File: src/rtl/gls_pkg.sv
`timescale 1ns / 1ps

package gls_pkg;

    localparam int NUM_DEVICES  = 16;
    localparam int NUM_CHANNELS = NUM_DEVICES * 16;
    localparam int STORE_DEPTH  = NUM_CHANNELS;
    localparam int ADDR_W       = $clog2(STORE_DEPTH);
    localparam int PAIR_W       = ADDR_W - 1;
    localparam int NUM_PAIRS    = NUM_CHANNELS / 2;

    localparam int OPC_W    = 3;
    localparam int CH_W     = 8;
    localparam int LVL_W    = 12;
    localparam int BYTE_W   = 8;
    localparam int PERIOD_W = 16;
    localparam int PART_W   = 2;

    localparam logic [PERIOD_W-1:0] BLANK_RESET = PERIOD_W'(255);

    // byte position within a channel pair
    localparam logic [PART_W-1:0] PART_HI  = PART_W'(0);
    localparam logic [PART_W-1:0] PART_MID = PART_W'(1);
    localparam logic [PART_W-1:0] PART_LO  = PART_W'(2);

    typedef enum logic [OPC_W-1:0] {
        OP_SET     = 3'd0,
        OP_SET_ALL = 3'd1,
        OP_START   = 3'd2,
        OP_SHIFT   = 3'd3,
        OP_GTICK   = 3'd4
    } t_opcode;

    typedef struct packed {
        logic [OPC_W-1:0] opcode;
        logic [CH_W-1:0]  channel;
        logic [LVL_W-1:0] level;
    } t_item;

    typedef struct packed {
        logic              byte_valid;
        logic [BYTE_W-1:0] serial_byte;
        logic              frame_end;
        logic              blank_pulse;
        logic              latch_pulse;
        logic              status;
    } t_result;

    typedef enum logic [2:0] {
        S_CLEAR,
        S_IDLE,
        S_DECODE,
        S_FILL,
        S_READ_HI,
        S_READ_LO,
        S_EMIT,
        S_FINISH
    } t_state;

    typedef struct packed {
        logic load;
        logic exec;
        logic sweep_wr;
        logic fill_zero;
        logic rd_hi;
        logic rd_lo;
        logic emit;
        logic out_load;
    } t_dp_cmd;

    typedef struct packed {
        logic [OPC_W-1:0] opcode;
        logic             shifting;
        logic             sweep_last;
        logic             out_free;
    } t_dp_stat;

endpackage

File: src/rtl/gls_ifs.sv
`timescale 1ns / 1ps

interface gls_item_if;
    logic          valid;
    logic          ready;
    gls_pkg::t_item data;

    modport source (output valid, output data, input ready);
    modport sink   (input valid, input data, output ready);
endinterface

interface gls_result_if;
    logic            valid;
    logic            ready;
    gls_pkg::t_result data;

    modport source (output valid, output data, input ready);
    modport sink   (input valid, input data, output ready);
endinterface

interface gls_cfg_if;
    logic                           valid;
    logic                           ready;
    logic [gls_pkg::PERIOD_W-1:0]   data;

    modport source (output valid, output data, input ready);
    modport sink   (input valid, input data, output ready);
endinterface

File: src/rtl/grayscale_led_frame_shifter.sv
// Channel    Dir  Payload                                            Transfer
// i_item     in   opcode[2:0], channel[7:0], level[11:0]             valid & ready
// o_result   out  byte_valid, serial_byte[7:0], frame_end,           valid & ready
//                 blank_pulse, latch_pulse, status
// i_cfg      in   blank_period[15:0]                                 valid & ready
//
// Set channel, start update, grayscale tick, idle shift: decode, then finish, which waits for a free output register.
// Shift tick while shifting: decode, two reads through the store's one read port, emit, finish.
// Set all: decode, a fill pass writing the level to every store entry, one store write per cycle, then finish.
// After reset a clearing pass zeroes the store; i_item.ready stays low. Items are taken one at a time.
// A finished result waits in the output register; the next item is still taken.
`timescale 1ns / 1ps

module grayscale_led_frame_shifter (
    input logic          i_clk,
    input logic          i_rst_n,
    gls_item_if.sink     i_item,
    gls_result_if.source o_result,
    gls_cfg_if.sink      i_cfg
);
    import gls_pkg::*;

    t_dp_cmd  cmd;
    t_dp_stat stat;
    logic     item_ready;

    gls_ctrl u_ctrl (
        .i_clk        (i_clk),
        .i_rst_n      (i_rst_n),
        .i_item_valid (i_item.valid),
        .o_item_ready (item_ready),
        .o_cmd        (cmd),
        .i_stat       (stat)
    );

    gls_datapath u_dp (
        .i_clk       (i_clk),
        .i_rst_n     (i_rst_n),
        .i_cmd       (cmd),
        .o_stat      (stat),
        .i_item      (i_item.data),
        .o_res_valid (o_result.valid),
        .o_res       (o_result.data),
        .i_res_ready (o_result.ready),
        .i_cfg_valid (i_cfg.valid),
        .i_cfg_data  (i_cfg.data)
    );

    assign i_item.ready = item_ready;
    assign i_cfg.ready  = 1'b1;

    a_one_at_a_time: assert property (@(posedge i_clk) disable iff (!i_rst_n)
        (i_item.valid && i_item.ready) |=> !i_item.ready)
        else $error("item accepted while previous one in progress");

    a_no_accept_after_reset: assert property (@(posedge i_clk)
        !i_rst_n |=> !i_item.ready)
        else $error("item port ready during clearing pass");

    a_latch_with_blank: assert property (@(posedge i_clk) disable iff (!i_rst_n)
        (o_result.valid && o_result.data.latch_pulse) |-> o_result.data.blank_pulse)
        else $error("latch pulse without blank pulse");

    a_frame_end_on_byte: assert property (@(posedge i_clk) disable iff (!i_rst_n)
        (o_result.valid && o_result.data.frame_end) |-> o_result.data.byte_valid)
        else $error("frame end without a frame byte");

    a_busy_alone: assert property (@(posedge i_clk) disable iff (!i_rst_n)
        (o_result.valid && o_result.data.status)
            |-> !(o_result.data.byte_valid || o_result.data.blank_pulse))
        else $error("busy status mixed with other result fields");

endmodule

File: src/rtl/gls_ram.sv
`timescale 1ns / 1ps

module gls_ram #(
    parameter int WIDTH = 12,
    parameter int DEPTH = 256
) (
    input  logic                     i_clk,
    input  logic                     i_wr_en,
    input  logic [$clog2(DEPTH)-1:0] i_wr_addr,
    input  logic [WIDTH-1:0]         i_wr_data,
    input  logic                     i_rd_en,
    input  logic [$clog2(DEPTH)-1:0] i_rd_addr,
    output logic [WIDTH-1:0]         o_rd_data
);

    logic [WIDTH-1:0] r_mem [DEPTH];
    logic [WIDTH-1:0] r_rd_data;

    always_ff @(posedge i_clk) begin
        if (i_wr_en) begin
            r_mem[i_wr_addr] <= i_wr_data;
        end
        if (i_rd_en) begin
            r_rd_data <= r_mem[i_rd_addr];
        end
    end

    assign o_rd_data = r_rd_data;

endmodule

File: src/rtl/gls_datapath.sv
`timescale 1ns / 1ps

module gls_datapath (
    input  logic                           i_clk,
    input  logic                           i_rst_n,
    input  gls_pkg::t_dp_cmd               i_cmd,
    output gls_pkg::t_dp_stat              o_stat,
    input  gls_pkg::t_item                 i_item,
    output logic                           o_res_valid,
    output gls_pkg::t_result               o_res,
    input  logic                           i_res_ready,
    input  logic                           i_cfg_valid,
    input  logic [gls_pkg::PERIOD_W-1:0]   i_cfg_data
);
    import gls_pkg::*;

    t_item               r_item;
    logic [PERIOD_W-1:0] r_period;
    logic [PERIOD_W-1:0] r_count,    n_count;
    logic                r_shifting, n_shifting;
    logic                r_latch,    n_latch;
    logic [PAIR_W-1:0]   r_pair,     n_pair;
    logic [PART_W-1:0]   r_part,     n_part;
    logic [ADDR_W-1:0]   r_sweep,    n_sweep;
    logic [LVL_W-1:0]    r_hi;
    t_result             r_res,      n_res;
    t_result             r_out;
    logic                r_out_valid;

    logic [PERIOD_W:0]   count_inc;
    logic                set_hit;
    logic                out_free;
    logic [ADDR_W-1:0]   hi_ch;
    logic [ADDR_W-1:0]   lo_ch;
    logic                ram_wr_en;
    logic [ADDR_W-1:0]   ram_wr_addr;
    logic [LVL_W-1:0]    ram_wr_data;
    logic                ram_rd_en;
    logic [ADDR_W-1:0]   ram_rd_addr;
    logic [LVL_W-1:0]    ram_rd_data;

    assign count_inc = {1'b0, r_count} + (PERIOD_W+1)'(1);
    assign set_hit   = {1'b0, r_item.channel} < (CH_W+1)'(NUM_CHANNELS);
    assign out_free  = !r_out_valid || i_res_ready;

    assign hi_ch = ADDR_W'(NUM_CHANNELS - 1) - {r_pair, 1'b0};
    assign lo_ch = {hi_ch[ADDR_W-1:1], 1'b0};

    assign ram_wr_en   = i_cmd.sweep_wr
                       || (i_cmd.exec && r_item.opcode == OP_SET && set_hit);
    assign ram_wr_addr = i_cmd.sweep_wr ? r_sweep : r_item.channel[ADDR_W-1:0];
    assign ram_wr_data = i_cmd.fill_zero ? '0 : r_item.level;
    assign ram_rd_en   = i_cmd.rd_hi || i_cmd.rd_lo;
    assign ram_rd_addr = i_cmd.rd_hi ? hi_ch : lo_ch;

    gls_ram #(
        .WIDTH (LVL_W),
        .DEPTH (STORE_DEPTH)
    ) u_store (
        .i_clk     (i_clk),
        .i_wr_en   (ram_wr_en),
        .i_wr_addr (ram_wr_addr),
        .i_wr_data (ram_wr_data),
        .i_rd_en   (ram_rd_en),
        .i_rd_addr (ram_rd_addr),
        .o_rd_data (ram_rd_data)
    );

    always_comb begin
        n_count    = r_count;
        n_shifting = r_shifting;
        n_latch    = r_latch;
        n_pair     = r_pair;
        n_part     = r_part;
        n_sweep    = r_sweep;
        n_res      = r_res;

        if (i_cmd.sweep_wr) begin
            n_sweep = r_sweep + ADDR_W'(1);
        end

        if (i_cmd.exec) begin
            n_res = '0;
            case (r_item.opcode)
                OP_START: begin
                    if (r_shifting || r_latch) begin
                        n_res.status = 1'b1;
                    end else begin
                        n_shifting = 1'b1;
                        n_pair     = '0;
                        n_part     = PART_HI;
                    end
                end
                OP_GTICK: begin
                    if (count_inc >= {1'b0, r_period}) begin
                        n_res.blank_pulse = 1'b1;
                        n_res.latch_pulse = r_latch;
                        n_latch           = 1'b0;
                        n_count           = '0;
                    end else begin
                        n_count = count_inc[PERIOD_W-1:0];
                    end
                end
                default: ;
            endcase
        end

        if (i_cmd.emit) begin
            n_res            = '0;
            n_res.byte_valid = 1'b1;
            case (r_part)
                PART_HI:  n_res.serial_byte = r_hi[LVL_W-1:LVL_W-BYTE_W];
                PART_MID: n_res.serial_byte = {r_hi[LVL_W-BYTE_W-1:0],
                                               ram_rd_data[LVL_W-1:BYTE_W]};
                default:  n_res.serial_byte = ram_rd_data[BYTE_W-1:0];
            endcase
            if (r_part == PART_LO) begin
                n_part = PART_HI;
                if (r_pair == PAIR_W'(NUM_PAIRS - 1)) begin
                    n_res.frame_end = 1'b1;
                    n_shifting      = 1'b0;
                    n_pair          = '0;
                    n_latch         = 1'b1;
                end else begin
                    n_pair = r_pair + PAIR_W'(1);
                end
            end else begin
                n_part = r_part + PART_W'(1);
            end
        end
    end

    always_ff @(posedge i_clk) begin
        if (!i_rst_n) begin
            r_period    <= BLANK_RESET;
            r_count     <= '0;
            r_shifting  <= 1'b0;
            r_latch     <= 1'b0;
            r_pair      <= '0;
            r_part      <= PART_HI;
            r_sweep     <= '0;
            r_out_valid <= 1'b0;
        end else begin
            if (i_cfg_valid) begin
                r_period <= i_cfg_data;
            end
            r_count    <= n_count;
            r_shifting <= n_shifting;
            r_latch    <= n_latch;
            r_pair     <= n_pair;
            r_part     <= n_part;
            r_sweep    <= n_sweep;
            if (i_cmd.out_load) begin
                r_out_valid <= 1'b1;
            end else if (i_res_ready) begin
                r_out_valid <= 1'b0;
            end
        end
    end

    always_ff @(posedge i_clk) begin
        if (i_cmd.load) begin
            r_item <= i_item;
        end
        if (i_cmd.rd_lo) begin
            r_hi <= ram_rd_data;
        end
        r_res <= n_res;
        if (i_cmd.out_load) begin
            r_out <= r_res;
        end
    end

    assign o_stat.opcode     = r_item.opcode;
    assign o_stat.shifting   = r_shifting;
    assign o_stat.sweep_last = r_sweep == ADDR_W'(STORE_DEPTH - 1);
    assign o_stat.out_free   = out_free;

    assign o_res_valid = r_out_valid;
    assign o_res       = r_out;

endmodule

File: src/rtl/gls_ctrl.sv
`timescale 1ns / 1ps

module gls_ctrl (
    input  logic              i_clk,
    input  logic              i_rst_n,
    input  logic              i_item_valid,
    output logic              o_item_ready,
    output gls_pkg::t_dp_cmd  o_cmd,
    input  gls_pkg::t_dp_stat i_stat
);
    import gls_pkg::*;

    t_state r_state, n_state;

    always_comb begin
        n_state = r_state;
        case (r_state)
            S_CLEAR: begin
                if (i_stat.sweep_last) n_state = S_IDLE;
            end
            S_IDLE: begin
                if (i_item_valid) n_state = S_DECODE;
            end
            S_DECODE: begin
                case (i_stat.opcode)
                    OP_SET_ALL: n_state = S_FILL;
                    OP_SHIFT:   n_state = i_stat.shifting ? S_READ_HI : S_FINISH;
                    default:    n_state = S_FINISH;
                endcase
            end
            S_FILL: begin
                if (i_stat.sweep_last) n_state = S_FINISH;
            end
            S_READ_HI: n_state = S_READ_LO;
            S_READ_LO: n_state = S_EMIT;
            S_EMIT:    n_state = S_FINISH;
            S_FINISH: begin
                if (i_stat.out_free) n_state = S_IDLE;
            end
            default: n_state = S_IDLE;
        endcase
    end

    always_comb begin
        o_cmd        = '0;
        o_item_ready = 1'b0;
        case (r_state)
            S_CLEAR: begin
                o_cmd.sweep_wr  = 1'b1;
                o_cmd.fill_zero = 1'b1;
            end
            S_IDLE: begin
                o_item_ready = 1'b1;
                o_cmd.load   = i_item_valid;
            end
            S_DECODE:  o_cmd.exec     = 1'b1;
            S_FILL:    o_cmd.sweep_wr = 1'b1;
            S_READ_HI: o_cmd.rd_hi    = 1'b1;
            S_READ_LO: o_cmd.rd_lo    = 1'b1;
            S_EMIT:    o_cmd.emit     = 1'b1;
            S_FINISH:  o_cmd.out_load = i_stat.out_free;
            default: ;
        endcase
    end

    always_ff @(posedge i_clk) begin
        if (!i_rst_n) begin
            r_state <= S_CLEAR;
        end else begin
            r_state <= n_state;
        end
    end

endmodule
File: src/flat_wrapper.sv
// flat-port wrapper written by rule: the top's interface ports become plain ports
module grayscale_led_frame_shifter_flat import gls_pkg::*;
  (i_clk, i_rst_n, i_item_valid, i_item_data, i_item_ready, o_result_valid, o_result_data, o_result_ready, i_cfg_valid, i_cfg_data, i_cfg_ready);
  gls_item_if i_item_i ();
  gls_result_if o_result_i ();
  gls_cfg_if i_cfg_i ();
  input logic i_clk;
  input logic i_rst_n;
  input wire logic [$bits(i_item_i.valid)-1:0] i_item_valid;
  input wire logic [$bits(i_item_i.data)-1:0] i_item_data;
  output wire logic [$bits(i_item_i.ready)-1:0] i_item_ready;
  output wire logic [$bits(o_result_i.valid)-1:0] o_result_valid;
  output wire logic [$bits(o_result_i.data)-1:0] o_result_data;
  input wire logic [$bits(o_result_i.ready)-1:0] o_result_ready;
  input wire logic [$bits(i_cfg_i.valid)-1:0] i_cfg_valid;
  input wire logic [$bits(i_cfg_i.data)-1:0] i_cfg_data;
  output wire logic [$bits(i_cfg_i.ready)-1:0] i_cfg_ready;
  assign i_item_i.valid = i_item_valid;
  assign i_item_i.data = i_item_data;
  assign i_item_ready = i_item_i.ready;
  assign o_result_valid = o_result_i.valid;
  assign o_result_data = o_result_i.data;
  assign o_result_i.ready = o_result_ready;
  assign i_cfg_i.valid = i_cfg_valid;
  assign i_cfg_i.data = i_cfg_data;
  assign i_cfg_ready = i_cfg_i.ready;
  grayscale_led_frame_shifter u_core (.i_clk(i_clk), .i_rst_n(i_rst_n), .i_item(i_item_i), .o_result(o_result_i), .i_cfg(i_cfg_i));
endmodule
File: config.mk
export PLATFORM = sky130hd
export DESIGN_NAME = grayscale_led_frame_shifter_flat
export DESIGN_NICKNAME = d
export VERILOG_FILES = /design/src/rtl/gls_pkg.sv /design/src/rtl/gls_ifs.sv /design/src/rtl/grayscale_led_frame_shifter.sv /design/src/rtl/gls_ram.sv /design/src/rtl/gls_datapath.sv /design/src/rtl/gls_ctrl.sv /design/src/flat_wrapper.sv
export SDC_FILE = /design/constraint.sdc
export NUM_CORES = 2
export LEC_CHECK = 0
export ABC_AREA = 1
export BUFFER_PORTS_ARGS = -buffer_cell sky130_fd_sc_hd__clkbuf_2
export CAP_MARGIN = 20
export CORE_ASPECT_RATIO = 0.6
export CORE_MARGIN = 2
export CORE_UTILIZATION = 35
export DETAILED_ROUTE_END_ITERATION = 10
export PLACE_DENSITY = 0.45
export SYNTH_ARGS = -nofsm -noshare
export SYNTH_HDL_FRONTEND = slang
export SYNTH_HIERARCHICAL = 1
export SYNTH_SLANG_ARGS = --single-unit
export TNS_END_PERCENT = 20
File: constraint.sdc
create_clock -name i_clk -period 20.6 [get_ports i_clk]
set_clock_uncertainty 0.15 [all_clocks]
set_input_delay 1.03 -clock i_clk [delete_from_list [all_inputs] [get_ports i_clk]]
set_output_delay 1.03 -clock i_clk [all_outputs]
set_load 0.05 [all_outputs]
* Yosys cells after proc, flatten, opt, wreduce, memory -nomap -nowiden
Memory sizes are Yosys's and may differ from the RTL's. A register that Yosys moved wholly into a read port is not among the register bits.
Cells that the tools add are included.
** Word-level totals
- RAM bits :: 3072
- Output and inout port bits :: 16
- Logic and storage cells :: 124
- Memories :: 1
- Register bits :: 116
** Memory list
- u_core.u_dp.u_store.r_mem :: words 256, width 12, rd ports 1, clocked after memory_dff 1, wr ports 1, line gls_ram.sv:16 : logic [WIDTH-1:0] r_mem [DEPTH];
** Operators by class
- Add/sub/neg operators :: 5
- Equal/unequal tests :: 20
- Reduce and logical (&&, ||, !) cells :: 16
- Muxes and demuxes :: 56
- $lt $le $gt $ge :: 1
** Operators with widths (number)
- $mux 7 :: 6
- $mux 12 :: 3
- $mux 1 :: 30
- $pmux 3 s8 :: 1
- $add 16x1->17 const B :: 1
- $ge 17x16->1 :: 1
- $mux 16 :: 1
- $mux 2 :: 8
- $pmux 8 s2 :: 1
- $eq 3x3->1 const B :: 5
- $eq 3x2->1 const B :: 4
- $mux 3 :: 4
- $add 8x1->8 const B :: 1
- $eq 8x8->1 const B :: 1
- $mux 8 :: 1
- $sub 8x8->8 const A :: 1
- $add 7x1->7 const B :: 1
- $eq 7x7->1 const B :: 1
- $eq 3x1->1 const B :: 2
- $logic_not 3->1 :: 2
- $ne 2x1->1 const B :: 3
- $pmux 3 s2 :: 1
- $reduce_bool 2->1 :: 3
- $logic_or 1x1->1 :: 4
- 11 further kinds :: 12

* Depth between registers and ports, before layout
- Depth in word-level cells :: 8
- Mapped depth :: 21
- Mapped depth without buffers :: 20

* Modules after synthesis
The synthesis kept the hierarchy.
** Modules (own cells, without submodules)
- gls_ram :: cells an instance 10311, area each 125001.1 um2, times used 1
- gls_datapath :: cells an instance 587, area each 5222.5 um2, times used 1
- gls_ctrl :: cells an instance 57, area each 307.8 um2, times used 1
- grayscale_led_frame_shifter :: cells an instance 2, area each 11.3 um2, times used 1

* Worst setup path after synthesis
No wires, ideal clock.
- Path kind :: register to register
- From :: reg u_core.u_ctrl.r_state[0]
- To :: mem u_core.u_dp.u_store.r_mem[0][10] (data pin)
- Library setup time :: 1409 ps
- Data required time :: 19041 ps
- Clock period less this slack :: 8302 ps
- Arrival :: 6743 ps
- Stages on the path, launching flop included :: 6
- Slack :: 12298 ps
- Cells stage by stage :: dfxtp_1 -> nor2_2 -> nand2_1 -> inv_1 -> clkbuf_1 -> nor2_1
** RTL lines
- start, declared :: line gls_ctrl.sv:13 : t_state r_state, n_state;
- start signal, assigned :: line gls_ctrl.sv:70 : r_state <= n_state;
- end, declared :: line gls_ram.sv:16

==> impl_metrics.ini <==
[clock_tree]
cts_buffer_depth = 4
path_clk_slew_ns = 0.07
htree_levels = 5
cts_setup_buffers = 0
cts.repair.resized = 0
clkSinkCount = 3200
hold_buffers = 0
clk_latency_ns = 0.93
cts_made_buffers = 314
cts_root_buf = clkbuf_16
cts_tree = done

[setup_path]
crit_chain = nor2_2, nand2_1, inv_8, inv_16, buf_4, buf_12, buf_4, buf_4, buf_4, nand2_1, nand3_1, nand3_1, nand3_1, nand3_1, nand3_1, nand3_1, nand2_1, nand2_1, nand2_1
cp_slowest_cell = buf_4
crit_fanout = 206
cp.arrival_ns = 8.31
cp.required_ns = 21.24
crit_top_cell = nand3_1
slowest_delay_ns = 0.93
cp-end-kind = flip-flop
rr_worst_depth = 19
path_buf_inv = 7
crit_family = buffers and inverters
crit_cells = 19
start_kind = flip-flop
worstSetupPathType = reg -> reg

[synthesis]
synthFlopType = edfxtp_1
synth-async-reset-ratio_pct = 0
synth-seq-cells = 3200
netlist_area_um2 = 130500
synth_edf_count = 3141
ys_types = 39
yosys.area.top_type = edfxtp_1
syn_nets = 11020
yosys.area.top_type_share_pct = 72.25
synthCells = 10960
synth_area_leaders = edfxtp_1 (72%), nand3_1 (12%), nand2_1 (9.5%), buf_2 (1.6%), nor2_1 (0.99%)
ys_warn_count = 6
syn_avg_cell_area_um2 = 11.91
synth-seq-area-share_pct = 73.16

[placed_design]
dp_hpwl_mm = 249.8
port_buffers = 58
gp_congestion = 0.8589

[power_and_ir_drop]
powerDensity_nw_per_um2 = 87.69
cellLeakagePower_uw = 0.05174
ir_drop_v = 0.00007426

[routing]
vias = 87120
viasPerCell = 5.374
drt_iter0_markers = 11560
drtAntennaViolNets = 0
routedWlPerCell_um = 27.12
drt-total-wl_mm = 439.6
met2_length_mm = 177.1
met1_length_mm = 209.7
top_layer_used = met5
drc = 0
dr_wl_met3_mm = 43.88
dr.pass1.iters = 6

[die]
die_w_um = 792.4
core_area_um2 = 370800
start_util_pct = 35.21
die_h_um = 477.1
rows = 173
io_pins = 60
die_area_um2 = 378000

[grt]
antenna_found_initial = 19
first_global_vias = 80550
grt_max_degree = 207
gr-total-overflow = 0
grt_first_pass_wirelength_mm = 623.2
track_usage_pct = 22.59

[timing]
tns_ns = 0
clock.fmax_mhz = 130.3
maxSlewHeadroom_pct = 18.75
setup_viol = 0
min_period_ns = 7.673
final_hold_viol_count = 0
timing.final.crit_share_pct = 37.25
rsz0062_at_grt = false
worst_pin_slew_ns = 1.219
slew_viol_final = 0

[hold_path]
holdCritPathClass = in -> reg
hold_depth = 1

[flow_run]
maxCapViolCount = 0

[cells_and_area]
fin_util_pct = 39.46
drive_above_1_share_pct = 8.389
areaGrowthSynthToFinish_pct = 12.07
layout.nets = 11040

[outcome]
outcome = finished clean
-- Yosys cell counts, types with 2 or more instances --
cell      count
nand2_1    3311
edfxtp_1   3141
nand3_1    3058
buf_2       423
nor2_1      344
inv_1       140
clkbuf_1    129
buf_6        99
dfxtp_1      59
buf_4        56
o21ai_0      38
a21oi_1      34
buf_1        19
ha_1         19
xor2_1       13
nor2_4       12
nor3_1       10
nand4_1       7
mux2i_1       6
clkinv_1      4
inv_2         4
nand2_2       4
nand3_2       3
nor2_2        3
buf_8         2
nand2_4       2
nand3b_1      2
nor4_1        2
o21ai_1       2
o221ai_1      2
-- layout make-up --
| class | instances | area [um^2] |
|---|---|---|
| fill | 35070 | 224500 |
| multi-input combinational | 6878 | 30470 |
| inverter | 149 | 633.1 |
| antenna | 6 | 15.01 |
| clock inverter | 161 | 1460 |
| tap | 4987 | 6240 |
| clock buffer | 395 | 8329 |
| timing repair buffer | 434 | 3654 |
| sequential | 3200 | 95500 |
-- placed cells by master (no fill, tap or decap), types with 7 or more instances in the layout --
| cell | n |
|---|---|
| nand4_1 | 7 |
| buf_6 | 46 |
| a21oi_1 | 34 |
| nor2_2 | 34 |
| clkbuf_16 | 320 |
| nor2_4 | 24 |
| nor2_1 | 301 |
| bufinv_16 | 25 |
| clkinv_2 | 38 |
| edfxtp_1 | 3141 |
| dfxtp_1 | 59 |
| ha_1 | 19 |
| inv_6 | 11 |
| o21ai_0 | 37 |
| xor2_1 | 13 |
| clkbuf_2 | 58 |
| inv_8 | 10 |
| nand3_1 | 3058 |
| nand2_1 | 3295 |
| nand2_2 | 12 |
| buf_12 | 20 |
| buf_4 | 301 |
| inv_1 | 132 |
| nand2_4 | 10 |
| nor3_1 | 10 |
| clkinv_1 | 80 |
| clkbuf_1 | 71 |
-- power by group --
part	internal (uW)	switching (uW)	leakage, uW	total, uW
Sequential	7040	2.37	0.0297	7050
Combinational	10.9	47.2	0.0172	58.1
Clock	3180	2540	0.00479	5720
-- per-stage QoR --
step                      std cells  total power (uW)  area (um^2)  setup slack (ns)  hold WS (ns)
after detailed placement      15640              7245       136300             13.15        0.2651
after floorplan               10960              7208       130500             12.30        0.2503
final                         16210             12830       146300             12.93        0.1555
after global placement        15570              7244       135600             13.14        0.2610
after CTS                     16190             12930       146100             13.12       0.07060
after global routing          16200             13180       146300             12.59        0.1013
-- path summary, 6_finish.rpt --
path                                         startpoint                                     endpoint  slack (ns)
hold / removal                           i_item_data[6]              u_core/u_dp/r_item[6]$_DFFE_PP_        0.16
setup reg to reg  u_core/u_ctrl/r_state[0]$_SDFFE_PN0P_  u_core/u_dp/u_store/o_rd_data[10]$_DFFE_PP_       12.93
setup / recovery  u_core/u_ctrl/r_state[0]$_SDFFE_PN0P_  u_core/u_dp/u_store/o_rd_data[10]$_DFFE_PP_       12.93
hold reg to reg       u_core/u_dp/r_res[0]$_SDFFE_PP0P_               u_core/u_dp/o_res[0]$_DFFE_PP_        0.27
-- metal layers --
layer	global-route usage [%]	up-vias
met4	4.481	2
met3	5.670	486
met5	0	-
met2	30.67	3727
li1	-	38870
met1	36.04	44030
-- sequential cells by signal, indices dropped and copies added, names as in the netlist --
register and cells:
u_core/u_dp/u_store/r_mem 3072, u_core/u_dp/o_res 13, u_core/u_dp/r_part 2, u_core/u_dp/r_sweep 8
u_core/u_dp/u_store/o_rd_data 12, u_core/u_ctrl/r_state 3, u_core/u_dp/o_res_valid 1, u_core/u_dp/r_pair 7
u_core/u_dp/r_count 16, u_core/u_dp/r_latch 1, u_core/u_dp/r_shifting 1, u_core/u_dp/o_stat 3
u_core/u_dp/r_period 16, u_core/u_dp/r_res 13, u_core/u_dp/r_item 20, u_core/u_dp/r_hi 12
-- cells by family after synthesis --
kind of cell | count (synthesis) | share of synthesized area (%)
DFF | 3200 | 73.16
adders and majority gates | 19 | 0.1821
muxes | 6 | 0.04601
and+or+nand+nor | 6760 | 22.51
xor gates and xnor gates | 13 | 0.08722
other | 1 | 0.002873
buffers and inverters | 879 | 3.696
AOI/OAI and AO/OA | 79 | 0.3153
Power figures use the tool's default switching activity.
